## src/rtl/plpp_pkg.sv

```systemverilog
// shared types and constants for the playhead loop / ping-pong core
// no dependencies; compiled before every other file
`default_nettype none

package plpp_pkg;

   // fixed field widths
   localparam int KIND_W            = 3;
   localparam int DELTA_W           = 24;
   localparam int SEEK_W            = 32;
   localparam int POS_W             = 32;
   localparam int SPEED_W           = 16;
   localparam int STEP_W            = 32;
   localparam int SPEED_FRAC        = 8;
   localparam int CSR_INDEX_W       = 3;
   localparam int CSR_DATA_W        = 32;
   localparam int TIME_BITS_DEFAULT = 32;

   // command kinds
   typedef enum logic [KIND_W-1:0] {
      KIND_TICK   = 3'd0,
      KIND_PLAY   = 3'd1,
      KIND_STOP   = 3'd2,
      KIND_PAUSE  = 3'd3,
      KIND_RESUME = 3'd4,
      KIND_SEEK   = 3'd5
   } kind_type;

   // run state
   typedef enum logic [1:0] {
      RUN_STOPPED = 2'd0,
      RUN_PLAYING = 2'd1,
      RUN_PAUSED  = 2'd2
   } run_type;

   // loop modes
   localparam logic [1:0] MODE_ONCE     = 2'd0;
   localparam logic [1:0] MODE_LOOP     = 2'd1;
   localparam logic [1:0] MODE_PINGPONG = 2'd2;

   // register indexes
   localparam logic [CSR_INDEX_W-1:0] CSR_DURATION = 3'd0;
   localparam logic [CSR_INDEX_W-1:0] CSR_LOADED   = 3'd1;
   localparam logic [CSR_INDEX_W-1:0] CSR_MODE     = 3'd2;
   localparam logic [CSR_INDEX_W-1:0] CSR_SPEED    = 3'd3;

   // register reset values
   localparam logic [1:0]         MODE_RESET  = MODE_LOOP;
   localparam logic [SPEED_W-1:0] SPEED_RESET = 16'd256;

   typedef struct packed {
      logic [KIND_W-1:0]  kind;
      logic [DELTA_W-1:0] delta;
      logic [SEEK_W-1:0]  seek_time;
   } req_type;

   typedef struct packed {
      logic [POS_W-1:0] position;
      logic [1:0]       run_state;
      logic             reversing;
      logic             reached_end;
   } rsp_type;

   // controller states
   typedef enum logic [2:0] {
      ST_IDLE,
      ST_MUL,
      ST_APPLY,
      ST_DIV,
      ST_DIV_END,
      ST_OUT
   } state_type;

   // controller to datapath
   typedef struct packed {
      logic load;
      logic mul;
      logic apply;
      logic div_start;
      logic div_step;
      logic div_end;
      logic out_load;
   } cmd_type;

   // datapath to controller
   typedef struct packed {
      logic needs_div;
      logic div_last;
      logic out_free;
   } sts_type;

endpackage

`default_nettype wire

```

## src/rtl/plpp_ctrl.sv

```systemverilog
// controller state machine for the playhead core
// depends on plpp_pkg
`default_nettype none

module plpp_ctrl (
   input  wire                 clock,
   input  wire                 reset,
   input  wire                 req_valid,
   output logic                req_ready,
   input  plpp_pkg::sts_type   sts,
   output plpp_pkg::cmd_type   cmd
);
   import plpp_pkg::*;

   state_type state_ff;
   state_type state_in;

   // state register
   always_ff @(posedge clock) begin
      if (reset) begin
         state_ff <= ST_IDLE;
      end else begin
         state_ff <= state_in;
      end
   end

   // next state and commands
   always_comb begin
      state_in  = state_ff;
      cmd       = '0;
      req_ready = 1'b0;
      case (state_ff)
         ST_IDLE: begin
            req_ready = 1'b1;
            if (req_valid) begin
               cmd.load = 1'b1;
               state_in = ST_MUL;
            end
         end
         ST_MUL: begin
            cmd.mul  = 1'b1;
            state_in = ST_APPLY;
         end
         ST_APPLY: begin
            if (sts.needs_div) begin
               cmd.div_start = 1'b1;
               state_in      = ST_DIV;
            end else begin
               cmd.apply = 1'b1;
               state_in  = ST_OUT;
            end
         end
         ST_DIV: begin
            cmd.div_step = 1'b1;
            if (sts.div_last) begin
               state_in = ST_DIV_END;
            end
         end
         ST_DIV_END: begin
            cmd.div_end = 1'b1;
            state_in    = ST_OUT;
         end
         ST_OUT: begin
            if (sts.out_free) begin
               cmd.out_load = 1'b1;
               state_in     = ST_IDLE;
            end
         end
         default: begin
            state_in = ST_IDLE;
         end
      endcase
   end

endmodule

`default_nettype wire

```

## src/rtl/plpp_dp.sv

```systemverilog
// datapath: registers, step multiplier, playhead update, remainder unit
// depends on plpp_pkg
`default_nettype none

module plpp_dp #(
   parameter int TIME_BITS = plpp_pkg::TIME_BITS_DEFAULT
) (
   input  wire                                  clock,
   input  wire                                  reset,
   input  plpp_pkg::req_type                    req_payload,
   input  wire                                  csr_write,
   input  wire  [plpp_pkg::CSR_INDEX_W-1:0]     csr_index,
   input  wire  [plpp_pkg::CSR_DATA_W-1:0]      csr_data,
   output logic                                 rsp_valid,
   input  wire                                  rsp_ready,
   output plpp_pkg::rsp_type                    rsp_payload,
   input  plpp_pkg::cmd_type                    cmd,
   output plpp_pkg::sts_type                    sts
);
   import plpp_pkg::*;

   // sum width holds any position plus any step without overflow
   localparam int SUM_W = ((TIME_BITS > STEP_W) ? TIME_BITS : STEP_W) + 1;
   localparam int CNT_W = $clog2(SUM_W);
   localparam logic [SUM_W-1:0] TMAX_S = {{(SUM_W-TIME_BITS){1'b0}}, {TIME_BITS{1'b1}}};
   localparam logic [CNT_W-1:0] CNT_LAST = CNT_W'(SUM_W - 1);

   // limit a wide value to the largest time value
   function automatic logic [TIME_BITS-1:0] clamp_time(input logic [SUM_W-1:0] v);
      logic [TIME_BITS-1:0] r;
      if (v > TMAX_S) begin
         r = '1;
      end else begin
         r = v[TIME_BITS-1:0];
      end
      return r;
   endfunction

   // configuration registers
   logic [CSR_DATA_W-1:0] duration_ff;
   logic                  loaded_ff;
   logic [1:0]            mode_ff;
   logic [SPEED_W-1:0]    speed_ff;

   // item registers
   logic [KIND_W-1:0]  kind_ff;
   logic [DELTA_W-1:0] delta_ff;
   logic [SEEK_W-1:0]  seek_ff;
   logic [STEP_W-1:0]  step_ff;

   // playhead state
   logic [TIME_BITS-1:0] pos_ff, pos_in;
   run_type              run_ff, run_in;
   logic                 rev_ff, rev_in;
   logic                 ended_ff, ended_in;

   // remainder unit
   logic [SUM_W-1:0]     num_ff;
   logic [TIME_BITS-1:0] rem_ff;
   logic [CNT_W-1:0]     cnt_ff;
   logic [TIME_BITS:0]   trial;

   // output register
   logic    rsp_valid_ff;
   rsp_type rsp_ff;

   logic [DELTA_W+SPEED_W-1:0] prod;
   logic [TIME_BITS-1:0]       dur;
   logic [SUM_W-1:0]           pos_ext, step_ext, dur_ext, sum;
   logic [TIME_BITS-1:0]       sat, seek_c;
   logic [SUM_W-1:0]           pos_wide;

   // configuration writes
   always_ff @(posedge clock) begin
      if (reset) begin
         duration_ff <= '0;
         loaded_ff   <= 1'b0;
         mode_ff     <= MODE_RESET;
         speed_ff    <= SPEED_RESET;
      end else if (csr_write) begin
         case (csr_index)
            CSR_DURATION: duration_ff <= csr_data;
            CSR_LOADED:   loaded_ff   <= csr_data[0];
            CSR_MODE:     mode_ff     <= csr_data[1:0];
            CSR_SPEED:    speed_ff    <= csr_data[SPEED_W-1:0];
            default: begin
            end
         endcase
      end
   end

   // capture the transaction and form the scaled step
   assign prod = delta_ff * speed_ff;

   always_ff @(posedge clock) begin
      if (cmd.load) begin
         kind_ff  <= req_payload.kind;
         delta_ff <= req_payload.delta;
         seek_ff  <= req_payload.seek_time;
      end
      if (cmd.mul) begin
         step_ff <= prod[SPEED_FRAC +: STEP_W];
      end
   end

   // effective duration, common widths, saturated sum, clamped seek
   always_comb begin
      dur_ext  = loaded_ff ? SUM_W'(duration_ff) : '0;
      dur      = clamp_time(dur_ext);
      pos_ext  = SUM_W'(pos_ff);
      step_ext = SUM_W'(step_ff);
      sum      = pos_ext + step_ext;
      sat      = clamp_time(sum);
      seek_c   = clamp_time(SUM_W'(seek_ff));
      if ((dur != '0) && (seek_c > dur)) begin
         seek_c = dur;
      end
   end

   assign sts.needs_div = (kind_type'(kind_ff) == KIND_TICK) && (run_ff == RUN_PLAYING) &&
                          (dur != '0) && (mode_ff == MODE_LOOP);
   assign sts.div_last  = (cnt_ff == CNT_LAST);
   assign sts.out_free  = !rsp_valid_ff || rsp_ready;

   // playhead update
   always_comb begin
      pos_in   = pos_ff;
      run_in   = run_ff;
      rev_in   = rev_ff;
      ended_in = ended_ff;
      pos_wide = '0;
      if (cmd.apply) begin
         ended_in = 1'b0;
         case (kind_type'(kind_ff))
            KIND_TICK: begin
               if ((run_ff == RUN_PLAYING) && (dur != '0)) begin
                  case (mode_ff)
                     MODE_ONCE: begin
                        if (sat >= dur) begin
                           pos_in   = dur;
                           run_in   = RUN_STOPPED;
                           ended_in = 1'b1;
                        end else begin
                           pos_in = sat;
                        end
                     end
                     MODE_PINGPONG: begin
                        if (!rev_ff) begin
                           if (sat >= dur) begin
                              pos_in = dur;
                              rev_in = 1'b1;
                           end else begin
                              pos_in = sat;
                           end
                        end else if (step_ext >= pos_ext) begin
                           pos_in = '0;
                           rev_in = 1'b0;
                        end else begin
                           pos_wide = pos_ext - step_ext;
                           pos_in   = pos_wide[TIME_BITS-1:0];
                        end
                     end
                     default: begin
                     end
                  endcase
               end
            end
            KIND_PLAY: begin
               if (loaded_ff) begin
                  run_in = RUN_PLAYING;
                  pos_in = '0;
                  rev_in = 1'b0;
               end
            end
            KIND_STOP: begin
               run_in = RUN_STOPPED;
               pos_in = '0;
               rev_in = 1'b0;
            end
            KIND_PAUSE: begin
               if (run_ff == RUN_PLAYING) begin
                  run_in = RUN_PAUSED;
               end
            end
            KIND_RESUME: begin
               if (run_ff == RUN_PAUSED) begin
                  run_in = RUN_PLAYING;
               end
            end
            KIND_SEEK: begin
               pos_in = seek_c;
            end
            default: begin
            end
         endcase
      end else if (cmd.div_start) begin
         ended_in = 1'b0;
      end else if (cmd.div_end) begin
         pos_in = rem_ff;
      end
   end

   // playhead state registers
   always_ff @(posedge clock) begin
      if (reset) begin
         pos_ff   <= '0;
         run_ff   <= RUN_STOPPED;
         rev_ff   <= 1'b0;
         ended_ff <= 1'b0;
      end else begin
         pos_ff   <= pos_in;
         run_ff   <= run_in;
         rev_ff   <= rev_in;
         ended_ff <= ended_in;
      end
   end

   // restoring remainder, one dividend bit per cycle, msb first
   assign trial = {rem_ff, num_ff[SUM_W-1]};

   always_ff @(posedge clock) begin
      if (cmd.div_start) begin
         num_ff <= sum;
         rem_ff <= '0;
         cnt_ff <= '0;
      end else if (cmd.div_step) begin
         num_ff <= {num_ff[SUM_W-2:0], 1'b0};
         cnt_ff <= cnt_ff + CNT_W'(1);
         if (trial >= {1'b0, dur}) begin
            rem_ff <= TIME_BITS'(trial - {1'b0, dur});
         end else begin
            rem_ff <= trial[TIME_BITS-1:0];
         end
      end
   end

   // output register
   always_ff @(posedge clock) begin
      if (reset) begin
         rsp_valid_ff <= 1'b0;
      end else if (cmd.out_load) begin
         rsp_valid_ff <= 1'b1;
      end else if (rsp_ready) begin
         rsp_valid_ff <= 1'b0;
      end
   end

   always_ff @(posedge clock) begin
      if (cmd.out_load) begin
         rsp_ff.position    <= pos_ext[POS_W-1:0];
         rsp_ff.run_state   <= run_ff;
         rsp_ff.reversing   <= rev_ff;
         rsp_ff.reached_end <= ended_ff;
      end
   end

   assign rsp_valid   = rsp_valid_ff;
   assign rsp_payload = rsp_ff;

endmodule

`default_nettype wire

```

## src/rtl/playhead_loop_pingpong_core.sv

```systemverilog
// playhead core: command sequencing around a time-position datapath
// Sequence: a request is accepted in idle, then the step is multiplied and applied, and the
// response is registered; a playing wrap-mode tick first runs a modulo, one bit per cycle.
// A new request is not accepted until the previous one has been loaded into the output
// register, and that load waits for a finished response in the register to drain.
// Reset: synchronous; registers go to their reset values, playhead to 0, stopped.
`default_nettype none

module playhead_loop_pingpong_core #(
   parameter int TIME_BITS = plpp_pkg::TIME_BITS_DEFAULT
) (
   input  wire                              clock,
   input  wire                              reset,
   input  wire                              req_valid,
   output logic                             req_ready,
   input  plpp_pkg::req_type                req_payload,
   output logic                             rsp_valid,
   input  wire                              rsp_ready,
   output plpp_pkg::rsp_type                rsp_payload,
   input  wire                              csr_valid,
   output logic                             csr_ready,
   input  wire  [plpp_pkg::CSR_INDEX_W-1:0] csr_index,
   input  wire  [plpp_pkg::CSR_DATA_W-1:0]  csr_data
);
   import plpp_pkg::*;

   cmd_type cmd;
   sts_type sts;

   // registers are always writable
   assign csr_ready = 1'b1;

   plpp_ctrl u_ctrl (
      .clock     (clock),
      .reset     (reset),
      .req_valid (req_valid),
      .req_ready (req_ready),
      .sts       (sts),
      .cmd       (cmd)
   );

   plpp_dp #(
      .TIME_BITS (TIME_BITS)
   ) u_dp (
      .clock       (clock),
      .reset       (reset),
      .req_payload (req_payload),
      .csr_write   (csr_valid && csr_ready),
      .csr_index   (csr_index),
      .csr_data    (csr_data),
      .rsp_valid   (rsp_valid),
      .rsp_ready   (rsp_ready),
      .rsp_payload (rsp_payload),
      .cmd         (cmd),
      .sts         (sts)
   );

endmodule

`default_nettype wire

```

## config.mk

```make
export PLATFORM = sky130hd
export DESIGN_NAME = playhead_loop_pingpong_core
export DESIGN_NICKNAME = d
export VERILOG_FILES = /design/src/rtl/plpp_pkg.sv /design/src/rtl/plpp_ctrl.sv /design/src/rtl/plpp_dp.sv /design/src/rtl/playhead_loop_pingpong_core.sv
export SDC_FILE = /design/constraint.sdc
export NUM_CORES = 2
export LEC_CHECK = 0
export BUFFER_PORTS_ARGS = -buffer_cell sky130_fd_sc_hd__buf_2
export CAP_MARGIN = 20
export CELL_PAD_IN_SITES_DETAIL_PLACEMENT = 1
export CELL_PAD_IN_SITES_GLOBAL_PLACEMENT = 1
export CORE_UTILIZATION = 49
export DETAILED_ROUTE_END_ITERATION = 6
export PLACE_DENSITY_LB_ADDON = 0.08
export SKIP_LAST_GASP = 1
export SLEW_MARGIN = 25
export SYNTH_ARGS = -nofsm -noshare
export SYNTH_HDL_FRONTEND = slang
export SYNTH_SLANG_ARGS = --single-unit
```

## constraint.sdc

```tcl
create_clock -name clock -period 9.4 [get_ports clock]
set_clock_uncertainty 0.05 [all_clocks]
set_input_delay 0.94 -clock clock [delete_from_list [all_inputs] [get_ports clock]]
set_output_delay 0.94 -clock clock [all_outputs]
set_load 0.01 [all_outputs]
```

# --- Word-level counts from Yosys, hierarchy flattened ---
# Cells that the tools add are included.
classes:
  n_lt_le_gt_ge: 6
  reduce_logical: 26
  add_sub_neg: 4
  n_mul: 1
  eq_ne: 33
  mux: 54
op_table:
  columns: ["operator", "n"]
  rows:
  - ["two-way mux 32 bit", 13]
  - ["case mux 32 bit (4 select lines)", 1]
  - ["greater-than comparator 33 x 32 -> 1 bit, second input constant", 2]
  - ["two-way mux 33 bit", 2]
  - ["greater-or-equal comparator 32 bit", 2]
  - ["case mux 32 bit (2 select lines)", 1]
  - ["subtractor 32 bit", 2]
  - ["multiplier 24 x 16 -> 40 bit", 1]
  - ["adder 32 x 32 -> 33 bit", 1]
  - ["greater-or-equal comparator 33 x 32 -> 1 bit", 1]
  - ["greater-than comparator 32 bit", 1]
  - ["nonzero test 32 bit", 1]
  - ["two-way mux 1 bit", 23]
  - ["equality test 3 x 2 -> 1 bit, second input constant", 6]
  - ["case mux 3 bit (6 select lines)", 1]
  - ["two-way mux 2 bit", 7]
  - ["!= test 2 bit, second input constant", 7]
  - ["equality test 3 bit, second input constant", 4]
  - ["two-way mux 3 bit", 4]
  - ["case mux 2 bit (5 select lines)", 1]
  - ["equality test 3 x 1 -> 1 bit, second input constant", 3]
  - ["zero test 3 bit", 3]
  - ["!= test 2 x 1 -> 1 bit, second input constant", 4]
  - ["AND reduction 2 bit", 4]
  - ["other kinds (20)", 29]
totals:
  register_bits: 289
  in_bits: 99
  word_cells: 145

# --- Longest topological paths before layout ---
logic_depth:
  depth_word: 10
  mapped_depth: 27
  ltp_nobuf: 24

# --- Modules after synthesis ---
# From an unflattened synthesis, not the netlist that was laid out.
hier_totals:
  hier_cells: 3490
  area_unflattened_um2: 30589.3
modules_own_cells:
  columns: ["module", "n_inst", "area_per_inst_um2", "cells_per_inst", "seq_area_each_um2"]
  rows:
  - ["plpp_dp", 1, 30319.1, 3456, 7327.0]
  - ["plpp_ctrl", 1, 259.0, 32, 60.1]
  - ["playhead_loop_pingpong_core", 1, 11.3, 2, 0.0]

# --- Least setup slack after synthesis ---
# Ideal clock, no wire load.
synth_path:
  kind: "reg-to-reg"
  start: "reg u_dp.speed_ff[4]"
  end: "reg u_dp.step_ff[25] (data pin)"
  t_arrival_ps: 6539
  path_buffers: 2
  t_required_ps: 9090
  path_slack_ps: 2550
  stages_incl_launch_ff: 26
  path_cell_list: "dfxtp_1 clkbuf_1 clkbuf_1 nand2_1 fa_1 inv_1 fa_1 inv_1 fa_1 inv_1 fa_1 inv_1 fa_1 inv_1 fa_1 ha_1 a21oi_2 o21ai_1 a21o_1 a2111oi_2 o21bai_1 o21a_1 a221o_1 a311o_1 a221oi_2 xnor2_1"
synth_via:
  elab_chain_cells: 1
synth_rtl:
  columns: ["element", "line", "rtl"]
  rows:
  - ["from (decl)", "plpp_dp.sv:43", "logic [SPEED_W-1:0] speed_ff;"]
  - ["from (signal assigned)", "plpp_dp.sv:85", "CSR_SPEED: speed_ff <= csr_data[SPEED_W-1:0];"]
  - ["multiplier 24 x 16 -> 40 bit", "plpp_dp.sv:93", "assign prod = delta_ff * speed_ff;"]
  - ["net u_dp.prod[33]", "plpp_dp.sv:67", "logic [DELTA_W+SPEED_W-1:0] prod;"]
  - ["to (signal assigned)", "plpp_dp.sv:102", "step_ff <= prod[SPEED_FRAC +: STEP_W];"]
  - ["to (decl)", "plpp_dp.sv:49", "logic [STEP_W-1:0] step_ff;"]
# The timed path passes the listed nets, and every way through them passes these cells.
# A chain may end at the register's enable or synchronous reset.

# --- Final worst setup path ---
# Ends and elaborated chain as after synthesis.

==> flow_metrics.py <==
metrics = {
    "synthesis": {
        "synth.area.mux_share_pct": 0.997,
        "synth_largest_area_cell": "fa_1",
        "yosys_warnings": 0,
        "yosys-top-cells-area": "fa_1, edfxtp_1, ha_1",
        "synth_cell_type_count": 98,
        "synth_area_sq_um": 30400,
        "synth.top_cell.area_share_pct": 20.3,
        "syn_avg_cell_area_sq_um": 8.79,
        "synth.most_common_cell": "nand2_1",
        "synth_edf_count": 160,
        "synth_common_cells": "nand2_1, inv_1, fa_1",
        "synthCells": 3453,
        "ys_seq_elements": 289,
        "synth_top_family_by_area": "adder cells",
        "syn-num-nets": 4131,
        "synthSimpleGateAreaFrac_pct": 17.4,
        "async_flop_share_pct": 0,
        "synthAdderAreaFrac_pct": 31.5,
        "synth_xor_xnor_area_share_pct": 3.40,
        "synthFlopType": "edfxtp_1",
        "ys_seq_area_share_pct": 24.3,
        "synth_compound_area_share_pct": 15.1,
    },
    "routing": {
        "drt_iter0_drc": 1855,
        "wirelength_um": 108000,
        "dr_total_vias": 25800,
        "routed_via_density": 6.01,
        "wl_per_cell_um": 25.2,
        "ant_nets": 0,
        "dr.pass1.iters": 7,
        "drc_errors": 4,
    },
    "floorplan": {
        "num_io_pins": 138,
        "start_util_pct": 49.9,
        "rows": 90,
        "dieArea_sq_um": 63000,
        "core_area_sq_um": 60800,
        "die_y_um": 251,
        "die_w_um": 251,
    },
    "final_layout": {
        "fin_area_sq_um": 32800,
        "syn2layout_area_growth_pct": 8.15,
        "num-nets-final": 4161,
        "drive_gt1_share_pct": 8.06,
        "fillCellCount": 7151,
        "final_util_pct": 54.0,
        "layoutNonFillerInstCount": 4296,
    },
    "setup_path": {
        "cp.required_ns": 9.64,
        "worstRegToRegCells": 23,
        "crit_path_end_kind": "flop",
        "crit_start": "u_dp.speed_ff[4]",
        "crit_fanout": 25,
        "worstSetupPathType": "reg -> reg",
        "endpoint": "u_dp.step_ff[25]",
        "crit_arrival_ns": 8.01,
        "worst_setup_path_start_kind": "flop",
        "r2r-start": "u_dp.speed_ff[4]",
        "reg2reg_to": "u_dp.step_ff[25]",
        "reg2reg_slack_ns": 1.62,
    },
    "sta": {
        "hold_viol": 0,
        "setup_viol": 0,
        "slew_headroom_pct": 25.7,
        "worst_slew_pin_slew_ns": 1.11,
        "fin_crit_ns": 7.78,
        "report.final.slew_viol_count": 0,
        "setup_slack_ns": 1.62,
        "post-route-period-util_pct": 82.7,
        "fmax_ghz": 0.129,
        "tns_ns": 0,
        "rsz0062_at_grt": "no",
    },
    "cts": {
        "cts_tree": "done",
        "cts.clk_slew.worst_paths_ns": 0.06,
        "cts_made_buffers": 40,
        "htreeDepth": 2,
        "root_buffer": "clkbuf_16",
        "cts_num_sinks": 289,
        "cts_setup_buffers": 0,
        "cts_buffer_depth": 3,
        "ctsResizeCount": 0,
        "clk-insertion-delay-late_ns": 0.58,
        "postCtsHoldBufs": 0,
    },
    "min_path": {
        "hold_class": "reg -> reg",
    },
    "grt": {
        "grt_overflow_total": 0,
        "grt_pass1_wl_um": 167000,
        "grt_pass1_vias": 28100,
        "grt_max_degree": 63,
        "antenna_found_initial": 2,
        "grtUsageTotal_pct": 34.7,
    },
    "place": {
        "place_area_sq_um": 31500,
        "hpwl_um": 84700,
        "place_congestion": 0.935,
        "numPortBuffers": 136,
        "dpl.cell_count": 4223,
        "dp_worst_setup_slack_ns": 1.67,
    },
    "pwr": {
        "p_leak_nw": 14.3,
        "p_per_area_nw_per_um2": 192,
        "ir_worst_vdd_v": 0.000149,
    },
    "run": {
        "cap_violations": 0,
    },
    "run_status": {
        "outcome": "finished, violations left",
        "failed_checks": "design-rule violations",
    },
}
==> report_power, final <==
part | switching [mW] | internal [mW]
clock network | 0.639 | 0.879
logic | 1.83 | 1.15
registers | 0.283 | 1.54
==> logic make-up after synthesis <==
group	after synthesis
adder cells (fa/ha/maj)	579
AND/OR/NAND/NOR	1145
flip-flops	289
multiplexers	30
other	1
buffers and inverters	579
AO/OA/AOI/OAI	712
XOR/XNOR	118
==> critical path: stages, from the launching register on <==
cell and delay, ns:
dfxtp_1 1.04, nand2_1 0.20, fa_1 0.60, inv_1 0.06
fa_1 0.54, inv_1 0.05, fa_1 0.49, inv_1 0.05
fa_1 0.47, inv_1 0.05, fa_1 0.54, inv_1 0.06
fa_1 0.48, ha_1 0.39, a21oi_2 0.17, o21ai_1 0.09
a21o_1 0.19, a2111oi_2 0.40, o21bai_1 0.13, o21a_1 0.26
a221o_1 0.45, a311o_1 0.34, a221oi_2 0.26, xnor2_1 0.10
==> per-stage QoR <==
stage                     hold slack (ns)  power [mW]
after global routing                0.397        6.68
after floorplan                     0.358        3.86
after detailed placement            0.374        4.77
after global placement              0.374        4.65
final                               0.396        6.31
after CTS                           0.393        6.31
==> layout make-up <==
cell class	count	area (sq um)	area share (%)
diodes	1	2.50	0.00762
clock buffers	51	1080	3.30
clock inverters	21	204	0.621
inverters	404	1520	4.62
multi-input cells	2585	20800	63.3
flip-flops and latches	289	7400	22.5
well taps	782	978	2.98
repair buffers	163	886	2.70
==> metal layers <==
layer,track usage [%],share of wire (%),up-vias
li1,-,-,11600
met1,42.1,40,13100
met2,61.1,50,800
met3,3.96,4.6,267
met4,17.0,5.4,0
met5,0,0,-
==> sequential cells by signal (all words and copies together), names as in the netlist, 2 cells and up <==
register / flops
u_ctrl.state_ff: 3
u_dp.cnt_ff: 6
u_dp.delta_ff: 24
u_dp.duration_ff: 32
u_dp.kind_ff: 3
u_dp.mode_ff: 2
u_dp.num_ff: 33
u_dp.pos_ff: 32
u_dp.rem_ff: 32
u_dp.rsp_payload: 36
u_dp.run_ff: 2
u_dp.seek_ff: 32
u_dp.speed_ff: 16
u_dp.step_ff: 32
==> layout by cell type, fill, tap and decap left out, types with 20 or more instances in the layout <==
cell,n
and2_1,137
inv_1,402
nand3_1,63
o21a_1,20
nand2_1,584
nor3_1,50
mux2i_1,28
dfxtp_1,122
nor2_1,139
buf_4,28
ha_1,271
a21o_1,57
clkbuf_16,41
nor4_1,25
edfxtp_1,160
nand4_1,27
nor2b_1,31
a21oi_1,226
buf_2,135
o21ai_0,177
xnor2_1,91
xor2_1,27
fa_1,308
o21bai_1,20
==> worst min path at each step <==
| stage | endpoint | cells after the start | slack (ns) | startpoint |
|---|---|---|---|---|
| global route | u_dp.rsp_payload[0] | 0 | 0.40 | u_dp.ended_ff |
| CTS | u_dp.rsp_payload[0] | 0 | 0.39 | u_dp.ended_ff |
| floorplan | u_dp.rsp_payload[0] | 0 | 0.36 | u_dp.ended_ff |
| finish | u_dp.rsp_payload[0] | 0 | 0.40 | u_dp.ended_ff |
| detailed placement | u_dp.rsp_payload[0] | 0 | 0.37 | u_dp.ended_ff |
| global placement | u_dp.rsp_payload[0] | 0 | 0.37 | u_dp.ended_ff |
No activity file was read; power rests on OpenSTA's default activity.
